--- src/hw/rtl/flow_grid_cell_classifier_defines.svh ---
// ---------------------------------------------------------------------------
// flow grid cell classifier assertion macros
// shared property wrappers, clocked on clk and disabled during rst
// ---------------------------------------------------------------------------
`ifndef FLOW_GRID_CELL_CLASSIFIER_DEFINES_SVH
`define FLOW_GRID_CELL_CLASSIFIER_DEFINES_SVH

// consequent must hold in the same cycle as the antecedent
`define FGCC_ASSERT_IMPLY(label, ante, cons, msg) \
  label: assert property (@(posedge clk) disable iff (rst) (ante) |-> (cons)) \
    else $error(msg);

// consequent must hold in the cycle after the antecedent
`define FGCC_ASSERT_NEXT(label, ante, cons, msg) \
  label: assert property (@(posedge clk) disable iff (rst) (ante) |=> (cons)) \
    else $error(msg);

`endif

--- src/hw/rtl/fgcc_pkg.sv ---
// ---------------------------------------------------------------------------
// fgcc_pkg
// types, codes and small helpers shared by the grid cell classifier
// ---------------------------------------------------------------------------
`default_nettype none

package fgcc_pkg;

  // internal coordinate width: one bit above the 6-bit port fields
  localparam int POS_W = 7;

  // opcodes
  localparam logic OP_LOAD  = 1'b0;
  localparam logic OP_QUERY = 1'b1;

  // result kinds
  localparam logic [2:0] KIND_DEFAULT = 3'd0;
  localparam logic [2:0] KIND_FLUID   = 3'd1;
  localparam logic [2:0] KIND_OUTLET  = 3'd2;
  localparam logic [2:0] KIND_INLET   = 3'd3;
  localparam logic [2:0] KIND_NOSLIP  = 3'd4;
  localparam logic [2:0] KIND_FREE    = 3'd5;

  // code thresholds
  localparam logic [7:0] CODE_FLUID     = 8'd0;
  localparam logic [7:0] CODE_OUTLET    = 8'd1;
  localparam logic [7:0] CODE_INLET_MAX = 8'd9;
  localparam logic [7:0] CODE_WALL_MIN  = 8'd10;
  localparam logic [7:0] CODE_NOSLIP_MAX = 8'd19;

  // march directions
  localparam logic [1:0] DIR_PX = 2'd0;
  localparam logic [1:0] DIR_MX = 2'd1;
  localparam logic [1:0] DIR_PY = 2'd2;
  localparam logic [1:0] DIR_MY = 2'd3;

  localparam logic [21:0] DIST_MAX = 22'h3FFFFF;

  typedef struct packed {
    logic [POS_W-1:0] c;
    logic [POS_W-1:0] r;
  } pos_t;

  typedef struct packed {
    logic [5:0]  cols;
    logic [5:0]  rows;
    logic [15:0] cell_width;
    logic [15:0] cell_height;
  } cfg_t;

  // one step from p in direction d, wrapping below zero
  function automatic pos_t step_pos(pos_t p, logic [1:0] d);
    pos_t q;
    q = p;
    case (d)
      DIR_PX:  q.c = p.c + POS_W'(1);
      DIR_MX:  q.c = p.c - POS_W'(1);
      DIR_PY:  q.r = p.r + POS_W'(1);
      DIR_MY:  q.r = p.r - POS_W'(1);
      default: q = p;
    endcase
    return q;
  endfunction

  // border mask bit to neighbor direction: left, right, top, bottom
  function automatic logic [1:0] mask_dir(logic [1:0] k);
    logic [1:0] d;
    case (k)
      2'd0:    d = DIR_MX;
      2'd1:    d = DIR_PX;
      2'd2:    d = DIR_PY;
      default: d = DIR_MY;
    endcase
    return d;
  endfunction

  // inside the configured interior, ghost ring excluded
  function automatic logic is_interior(pos_t p, logic [5:0] m, logic [5:0] n);
    return (p.c != '0) && (p.c <= {1'b0, m}) && (p.r != '0) && (p.r <= {1'b0, n});
  endfunction

  function automatic logic [2:0] kind_of(logic [7:0] code, logic fluid);
    logic [2:0] k;
    if (fluid) begin
      k = KIND_FLUID;
    end else if (code == CODE_FLUID) begin
      k = KIND_DEFAULT;
    end else if (code == CODE_OUTLET) begin
      k = KIND_OUTLET;
    end else if (code <= CODE_INLET_MAX) begin
      k = KIND_INLET;
    end else if (code <= CODE_NOSLIP_MAX) begin
      k = KIND_NOSLIP;
    end else begin
      k = KIND_FREE;
    end
    return k;
  endfunction

endpackage

`default_nettype wire

--- src/hw/rtl/fgcc_cfg.sv ---
// ---------------------------------------------------------------------------
// fgcc_cfg
// apb register file: grid size and cell spacing, size clamped to storage
// ---------------------------------------------------------------------------
`default_nettype none

module fgcc_cfg import fgcc_pkg::*; #(
  parameter int GRID_COLS = 64,
  parameter int GRID_ROWS = 64
) (
  input  logic        clk,
  input  logic        rst,
  input  logic        psel,
  input  logic        penable,
  input  logic        pwrite,
  input  logic [3:0]  paddr,
  input  logic [31:0] pwdata,
  output logic [31:0] prdata,
  output cfg_t        cfg
);

  localparam logic [1:0] REG_COLS   = 2'd0;
  localparam logic [1:0] REG_ROWS   = 2'd1;
  localparam logic [1:0] REG_WIDTH  = 2'd2;
  localparam logic [1:0] REG_HEIGHT = 2'd3;

  localparam int MAX_COLS = GRID_COLS - 2;
  localparam int MAX_ROWS = GRID_ROWS - 2;

  logic [5:0]  interior_cols;
  logic [5:0]  interior_rows;
  logic [15:0] cell_width;
  logic [15:0] cell_height;
  logic        wr;

  assign wr = psel && penable && pwrite;

  // register writes
  always_ff @(posedge clk) begin
    if (rst) begin
      interior_cols <= 6'd62;
      interior_rows <= 6'd62;
      cell_width    <= 16'd256;
      cell_height   <= 16'd256;
    end else if (wr) begin
      case (paddr[3:2])
        REG_COLS:   interior_cols <= pwdata[5:0];
        REG_ROWS:   interior_rows <= pwdata[5:0];
        REG_WIDTH:  cell_width    <= pwdata[15:0];
        REG_HEIGHT: cell_height   <= pwdata[15:0];
        default:    interior_cols <= interior_cols;
      endcase
    end
  end

  // read back raw values
  always_comb begin
    case (paddr[3:2])
      REG_COLS:   prdata = {26'd0, interior_cols};
      REG_ROWS:   prdata = {26'd0, interior_rows};
      REG_WIDTH:  prdata = {16'd0, cell_width};
      REG_HEIGHT: prdata = {16'd0, cell_height};
      default:    prdata = '0;
    endcase
  end

  // clamp interior size to what the storage holds, and raise zero to one
  always_comb begin
    if (interior_cols == '0) begin
      cfg.cols = 6'd1;
    end else if (int'(interior_cols) > MAX_COLS) begin
      cfg.cols = 6'(MAX_COLS);
    end else begin
      cfg.cols = interior_cols;
    end
    if (interior_rows == '0) begin
      cfg.rows = 6'd1;
    end else if (int'(interior_rows) > MAX_ROWS) begin
      cfg.rows = 6'(MAX_ROWS);
    end else begin
      cfg.rows = interior_rows;
    end
    cfg.cell_width  = cell_width;
    cfg.cell_height = cell_height;
  end

endmodule

`default_nettype wire

--- config.mk ---
export PLATFORM = sky130hd
export DESIGN_NAME = fgcc_cfg
export DESIGN_NICKNAME = d
export VERILOG_FILES = /design/src/hw/rtl/flow_grid_cell_classifier_defines.svh /design/src/hw/rtl/fgcc_pkg.sv /design/src/hw/rtl/fgcc_cfg.sv
export SDC_FILE = /design/constraint.sdc
export NUM_CORES = 1
export LEC_CHECK = 0
export ABC_AREA = 1
export BUFFER_PORTS_ARGS = -buffer_cell sky130_fd_sc_hd__buf_2
export CAP_MARGIN = 20
export CORE_AREA = 5 5 74 76
export CTS_CLUSTER_SIZE = 8
export DETAILED_ROUTE_END_ITERATION = 12
export DIE_AREA = 0 0 79 81
export PLACE_DENSITY = 0.89
export REMOVE_ABC_BUFFERS = 1
export SLEW_MARGIN = 0
export SYNTH_ARGS = -nofsm -noshare
export SYNTH_HDL_FRONTEND = slang
export SYNTH_SLANG_ARGS = --single-unit
--- constraint.sdc ---
create_clock -name clk -period 2.05 [get_ports clk]
set_input_delay 0.205 -clock clk [delete_from_list [all_inputs] [get_ports clk]]
set_output_delay 0.205 -clock clk [all_outputs]
set_load 0.05 [all_outputs]
Yosys cells after proc, flatten, opt, wreduce, memory -nomap -nowiden
Cells that the tools add are included.

Bits in registers: 44. Output and inout port bits: 76. Input port bits: 41.

Reduce and logical (&&, ||, !) cells: 9. $lt $le $gt $ge: 2. Eq/ne operators: 3. Multiplexer cells: 5.

Operators by type and width (count): $pmux W32 S4 (1); $mux W6 (4); $gt A6 B6 Y1 const B (2); $logic_not A6 Y1 (2); $reduce_and A2 Y1 (4); $eq A2 B2 Y1 const B (2); $eq A2 B1 Y1 const B (1); $logic_and A1 B1 Y1 (2); $logic_not A2 Y1 (1).

Logic depth before layout (Yosys ltp)
Gate-level depths: netlist of the first run.

Word-level depth: 3. Mapped depth: 6. Gate-level depth less buffers: 5.

Worst setup path before layout of the first run
No wires, ideal clock.

Kind: reg2out. Start: register cell_height[0]. End: output prdata[0]. Required time: 1845 ps. Arrival time: 1160 ps. Cell stages (with the launch flop): 3. Setup slack: 685 ps. Path buffers: 0. Cells stage by stage: dfxtp_1 -> nand2_1 -> nand4_1.

Word-level cells in the longest chain between the ends: 1.

RTL lines: from (decl) (RTL line fgcc_cfg.sv:33) `logic [15:0] cell_height;`; from (signal assigned) (RTL line fgcc_cfg.sv:50) `REG_HEIGHT: cell_height <= pwdata[15:0];`; $pmux W32 S4 (RTL line fgcc_cfg.sv:58) `case (paddr[3:2])`; to (decl) (RTL line fgcc_cfg.sv:18) `output logic [31:0] prdata,`.

No other way between the ends. The select of a mux whose other input is x is not followed.

Worst setup path after layout of the first run
Start: input paddr[3]. End: output prdata[1].

Word-level cells in the longest chain between the ends: 2. Elaborated cells on any way between the ends: 5. Those cells by class: eq/ne (3); mux (1); reduce/logical (1).

RTL lines: from (decl) (RTL line fgcc_cfg.sv:16) `input logic [3:0] paddr,`; $eq A2 B2 Y1 (tied with other cells) (RTL line fgcc_cfg.sv:58); $pmux W32 S4 (*) (RTL line fgcc_cfg.sv:58).

Every way passes the cells marked *; elsewhere a longest branch is shown, timed or not. The select of a mux whose other input is x is not followed.

==> run metrics, run 1 <==
Antenna Cells 0; Worst Skew 0 ns; count of distinct cell types in the synthesized netlist 16; post-synth top area share 39.02%; wire length of the first global-routing pass 9701 um; share of synthesized area occupied by flip-flops and latches 39.02%; starting DRC count in detailed routing between 200 and 300; Pre-Repair DR Iteration Count 4; P_leak 1.482 nW; Synth Area per Inst 6.486 sq um; number of antenna violations at the first check in global routing 0; worst IR drop on VDD between 0.3 and 0.4 mV; fraction of synthesized area in multiplexers 0%; routability-driven placement congestion ratio 0.8196; largest area contributor in the synthesized netlist sky130_fd_sc_hd__dfxtp_1; share of async-settable or async-resettable flops after synthesis 0%; number of nets still failing antenna checks after routing 0; Req. time, crit path 1.85 ns; average wire per cell in the routed design 12.51 um; crit path capture type output pin; endpoints failing hold 0; synthesized instance count around 350; path category of the worst min-delay check in2reg; launch instance of the worst register-to-register path interior_cols[0]; Die Outline Area 6399 sq um; post-cts repair resize count 0; number of port buffers 82; core outline area 4661 sq um; layout cell share with drive strength beyond 1 23.92%; power density cells 676.7 nW/um^2; top-count cell post-synth sky130_fd_sc_hd__nand2_1; buffer cell driving the clock tree root sky130_fd_sc_hd__clkbuf_8; total global routing overflow 0; compound-cell area share of the yosys netlist 4.767%; final worst path period need 1.530 ns; met1 demand-to-capacity share in global routing 20.84%; DRC violations left 0; Hold Path End cell_height[8]; Area Growth Syn to Fin 20.57%; global routing usage on met3 6.319%; number of ports placed on the die boundary 117; clock network latency to the later pin of the worst-skew pair 0.29 ns; largest cells by area after synthesis sky130_fd_sc_hd__dfxtp_1 (39%), sky130_fd_sc_hd__nand2_1 (15%), sky130_fd_sc_hd__nor2_1 (12%), sky130_fd_sc_hd__nand3_1 (11%), sky130_fd_sc_hd__buf_4 (6.0%); hold slack final roughly 0.15 ns; total of warnings raised by yosys 0; total vias in the final route 2334; Setup TNS 0 ns; commonest cells in the synthesized netlist sky130_fd_sc_hd__nand2_1 (91), sky130_fd_sc_hd__nor2_1 (70), sky130_fd_sc_hd__nand3_1 (48); Max Freq ~0.65 GHz; fraction of synthesized cell area in xor and xnor cells 0%; post-CTS repair timing setup buffer count 0; met2 GRT Util 34.34%; Die H just over 80 um; floorplan die width 79 um; outcome complete, no violations; HP Start pwdata[8]; reg-to-reg endpoint interior_cols[0]; largest family of logic cells by synthesized area simple AND/OR/NAND/NOR gates; Seq cells post-synth between 40 and 50; nets about 460; number of fill cells in the layout 469; placed wire-length estimate after detailed placement 4337 um; final number of max-transition violations 0; Max FO, Critical Path 8; via density per instance 4.945; initial core utilization 48.43%; number of buffers on the longest clock path 2; CTS tree done; area share of fa/ha/maj cells after synthesis 0%; Sink Count 44; Worst slew margin 63.61%; worst reg2reg path depth 2; fin crit share around three quarters; transition time at the pin with the least slew margin ~0.54 ns; worst hold stages 3; max-cap violations 0; total length of routed wires 5904 um; power consumption 1.841 mW; Std-Cell Rows 25; simple logic cell fraction of the synthesized area 41.08%; number of endpoints failing setup at the final stage 0; maximum number of pins on one net before global-route repair 30; type of the worst setup path in2out; Clk pin slew, worst setup/hold paths approximately 0.08 ns; number of global-route vias before repair roughly 2.2k; EDFF count, synth 0; data arrival time of the worst path ~1.3 ns; prevailing post-synth register cell sky130_fd_sc_hd__dfxtp_1; Overall Global Routing Usage between 10% and 20%; Hold Buf Count CTS 0; nature of the critical path startpoint input port; mapped cell area 2257 sq um; cts bufs inserted 5; worst-case register-to-register setup slack 1.42 ns; unrepaired setup endpoints after global routing no; post-layout util 58.39%; most congested layer reported by global routing met2; H-tree levels 2
[sequential cells by signal, summed over array words and instances, names as in the netlist]
name	count
cell_height	16
cell_width	16
interior_rows	6
interior_cols	6
[critical path, cell delays in order]
cell and delay (ns):
sky130_fd_sc_hd__buf_2 0.13, sky130_fd_sc_hd__nor2_1 0.44, sky130_fd_sc_hd__nand2_1 0.15, sky130_fd_sc_hd__nand4_1 0.13, sky130_fd_sc_hd__buf_2 0.27
[final cells by class]
| cell class | count | area (sq um) | area share [%] |
|---|---|---|---|
| Clock buffer | 8 | 90.09 | 3.310 |
| Inverter | 28 | 105.1 | 3.862 |
| Multi-Input combinational cell | 250 | 1097 | 40.32 |
| Sequential cell | 44 | 880.8 | 32.37 |
| Tap cell | 54 | 67.56 | 2.483 |
| Timing Repair Buffer | 88 | 480.5 | 17.66 |
[placed cells by master, fill, tap and decap left out]
cell | Yosys | routed
sky130_fd_sc_hd__nor2_1 | 70 | 69
sky130_fd_sc_hd__buf_12 | 0 | 2
sky130_fd_sc_hd__clkbuf_1 | 14 | 2
sky130_fd_sc_hd__nor2_4 | 2 | 2
sky130_fd_sc_hd__conb_1 | 1 | 16
sky130_fd_sc_hd__nand4_1 | 6 | 6
sky130_fd_sc_hd__nand3_2 | 1 | 1
sky130_fd_sc_hd__nor2_2 | 2 | 3
sky130_fd_sc_hd__clkbuf_8 | 0 | 6
sky130_fd_sc_hd__dfxtp_1 | 44 | 44
sky130_fd_sc_hd__clkinv_1 | 1 | 1
sky130_fd_sc_hd__nand3_1 | 48 | 48
sky130_fd_sc_hd__inv_1 | 27 | 27
sky130_fd_sc_hd__buf_4 | 18 | 4
sky130_fd_sc_hd__nand2_1 | 91 | 91
sky130_fd_sc_hd__a22o_1 | 10 | 10
sky130_fd_sc_hd__buf_2 | 9 | 82
sky130_fd_sc_hd__o21ai_0 | 4 | 4
[cell families (layout without fill, tap and decap cells)]
family,Yosys count,count (layout)
and+or+nand+nor,220,220
AOI/OAI and AO/OA,14,14
buffers and inverters,69,124
DFF,44,44
other,1,16
[routing by layer]
| layer | vias to the layer above | share of wire [%] |
|---|---|---|
| li1 | 1186 | - |
| met1 | 1058 | 41 |
| met2 | 83 | 49 |
| met3 | 7 | 8.9 |
| met4 | 0 | 0.95 |
| met5 | - | 0 |
[worst max-delay path by stage]
stage	from	slack, ns	end
3_3_place_gp	paddr[3]	0.58	prdata[4]
4_1_cts	paddr[3]	0.52	prdata[1]
3_5_place_dp	paddr[3]	0.56	prdata[1]
5_1_grt	paddr[3]	0.42	prdata[1]
6_report	paddr[3]	0.52	prdata[1]
2_1_floorplan	paddr[3]	0.05	prdata[10]
[power by group]
group,total [mW],switching [mW],internal (mW)
Combinational,0.389,0.303,0.0863
Clock,0.564,0.288,0.275
Sequential,0.888,0.0156,0.873
[metrics by stage]
step	cells	setup slack [ns]	area [sq um]
floorplan	322	0.05418	2081
global placement	464	0.5837	2631
detailed placement	464	0.5568	2631
CTS	472	0.5245	2721
global route	472	0.4231	2721
finish	472	0.5204	2721
Note: power is estimated with default switching activity, not from simulation.
==> run 2: changes to the inputs <==
Settings changed: CORE_AREA 5 5 74 76 to 5 5 77 79, DIE_AREA 0 0 79 81 to 0 0 82 84, PLACE_DENSITY 0.89 to 0.83.
Clock period 2.05 ns to 1.6 ns, I/O delays scaled along.
==> run 2 against run 1 <==
- critical path depth rose by 1
- core utilization decreased by 5.5 points
- count of clock-buffer cells in the layout down 2
- sequential share of layout area decreased by 0.74 points
- worst setup slack got worse by 0.35 ns
- largest power group unchanged
==> run metrics, run 2 (synthesis gave the netlist of run 1 again) <==
outcome complete, no violations (unchanged); via density per instance 4.795 (was 4.945); nature of the critical path startpoint flip-flop (was input port); path category of the worst min-delay check in2reg (unchanged); data arrival time of the worst path 1.27 ns (was 1.32 ns); internal power 1.742 mW (was 1.235 mW); registers with the highest flip-flop counts cell_height (16), cell_width (16) (unchanged); Max FO, Critical Path 5 (was 8); Overall Global Routing Usage 17.83% (was 18.71%); max-cap violations 0 (unchanged); crit path capture type output pin (unchanged); buffer cell driving the clock tree root sky130_fd_sc_hd__clkbuf_8 (unchanged); type of the worst setup path reg2out (was in2out); clock power share 35.6% (was 30.6%); HP Start pwdata[8] (unchanged); unrepaired setup endpoints after global routing no (unchanged); cts bufs inserted 5 (unchanged); final number of max-transition violations 0 (unchanged); total global routing overflow 0 (unchanged); share of total power in sequential cells 44.7% (was 48.2%); Sw Ratio 31.59% (was 32.96%); final worst path period need 1.432 ns; average wire per cell in the routed design 12.28 um (was 12.51 um); Die Outline Area 6888 sq um (was 6399 sq um); Pre-Repair DR Iteration Count 4 (unchanged); post-CTS repair timing setup buffer count 0 (unchanged); P_leak 1.509 nW (was 1.482 nW); most common cell after layout, fill and taps aside sky130_fd_sc_hd__nand2_1 (unchanged); placed wire-length estimate after detailed placement 4494 um (was 4337 um); Hold Buf Count CTS 0 (unchanged); Die H 84 um (was 81 um); CTS tree done (unchanged); worst setup slack after layout 0.1684 ns (was 0.5204 ns); number of buffers on the longest clock path 2 (unchanged); worst IR drop on VDD 0.5830 mV (was 0.3254 mV); critical path's largest stage delay 0.36 ns (was 0.44 ns); number of ports placed on the die boundary 117 (unchanged); total vias in the final route 2364 (was 2334); number of antenna violations at the first check in global routing 0 (unchanged); number of global-route vias before repair 2197 (was 2152); floorplan die width 82 um (was 79 um); number of fill cells in the layout 553 (was 469); DRC violations left 0 (unchanged); launch instance of the worst register-to-register path interior_rows[4] (was interior_cols[0]); maximum number of pins on one net before global-route repair 45 (was 30); post-layout util 52.85% (was 58.39%); Worst setup startpoint interior_cols[3] (was paddr[3]); number of endpoints failing setup at the final stage 0 (unchanged); Worst Skew 0 ns (unchanged); total length of routed wires 6052 um (was 5904 um); Sink Count 44 (unchanged); minimum setup slack after placement 0.2481 ns (was 0.5568 ns); number of nets still failing antenna checks after routing 0 (unchanged); Comb power frac 19.7% (was 21.1%); starting DRC count in detailed routing 187 (was 257); Max Freq 0.6985 GHz; fin crit share between 80% and 90%; top library cells by usage in the layout, fill and taps aside sky130_fd_sc_hd__nand2_1 (91), sky130_fd_sc_hd__buf_2 (82), sky130_fd_sc_hd__nor2_1 (69) (unchanged); sw power 804.2 uW (was 606.9 uW); clock network latency to the later pin of the worst-skew pair 0.29 ns (about the same); routability-driven placement congestion ratio 0.8647 (was 0.8196); cell-by-cell trace of the critical path nor2_1 -> nand3_1 -> nand2_1 -> nand2_1 -> nand2_1 -> buf_2 (was buf_2 -> nor2_1 -> nand2_1 -> nand4_1 -> buf_2); Clk pin slew, worst setup/hold paths 0.08 ns (about the same); endpoints failing hold 0 (unchanged); wire length of the first global-routing pass 9991 um (was 9701 um); most frequent cell on the critical path sky130_fd_sc_hd__nand2_1 (was sky130_fd_sc_hd__buf_2); Std-Cell Rows 27 (was 25); core outline area 5270 sq um (was 4661 sq um); Req. time, crit path 1.44 ns (was 1.85 ns); post-cts repair resize count 0 (unchanged); H-tree levels 2 (unchanged); initial core utilization 42.83% (was 48.43%); Antenna Cells 0 (unchanged); layout cell share with drive strength beyond 1 24.94% (was 23.92%); Area Growth Syn to Fin 23.39% (was 20.57%); nets 461 (was 458); library cell contributing the largest single delay on the critical path sky130_fd_sc_hd__dfxtp_1 (was sky130_fd_sc_hd__nor2_1); power density cells 914.1 nW/um^2 (was 676.7 nW/um^2); number of port buffers 82 (unchanged)
==> run 2: changes by cell type in the layout (fill, tap and decap cells not counted), sizes merged <==
cell,delta
buf,+3
clkbuf,-2
clkinv,+1
bufinv,+1
==> run 2: stage by stage <==
stage	total power, mW	cell area, sq um	TNS (ns)	std cells	hold WS, ns
after floorplan	1.526	2081	-4.774	322	0.2862
after global placement	1.658	2664	0	485	0.3891
after detailed placement	1.664	2664	0	485	0.4021
after CTS	2.563	2785	0	493	0.09946
after global routing	2.642	2785	0	493	0.1179
final	2.546	2785	0	493	0.1045
==> run 2: layer usage <==
layer / routed length (um) / up-vias / track usage (%) / share of wire (%)
met5: 0 / - / 0 / 0
met4: 46 / 0 / 5.136 / 0.76
met3: 638 / 6 / 5.184 / 11
met2: 2895 / 99 / 29.76 / 48
met1: 2472 / 1064 / 21.82 / 41
li1: - / 1195 / - / -
==> run 2: critical path: cells and delay by family (launching register included) <==
family | cells | cell delay (ns)
AND/OR/NAND/NOR | 5 | 0.37
flip-flops | 1 | 0.36
buffers and inverters | 1 | 0.26
==> run 2: power by group through the flow <==
stage	clock, mW	combinational, mW	sequential, mW
2_1_floorplan	0	0.284	1.24
3_3_place_gp	0	0.495	1.16
3_5_place_dp	0	0.500	1.16
4_1_cts	0.923	0.500	1.14
5_1_grt	0.961	0.539	1.14
6_report	0.906	0.501	1.14
==> run 2: worst paths after layout <==
| kind | slack (ns) | depth (start not counted) | end |
|---|---|---|---|
| setup / recovery | 0.17 | 6 | cfg[38] |
| hold / removal | 0.10 | 3 | cell_height[8] |
| setup reg to reg | 0.95 | 2 | interior_rows[4] |
| hold reg to reg | 0.50 | 2 | cell_width[9] |
==> run 2: final cells by class <==
class | count | area (sq um) | share of cell area [%]
timing repair buffer | 91 | 490.5 | 17.61
multi-input combinational | 250 | 1097 | 39.40
clock inverter | 2 | 38.79 | 1.393
clock buffer | 6 | 82.58 | 2.965
sequential | 44 | 880.8 | 31.63
tap | 72 | 90.09 | 3.235
inverter | 28 | 105.1 | 3.774
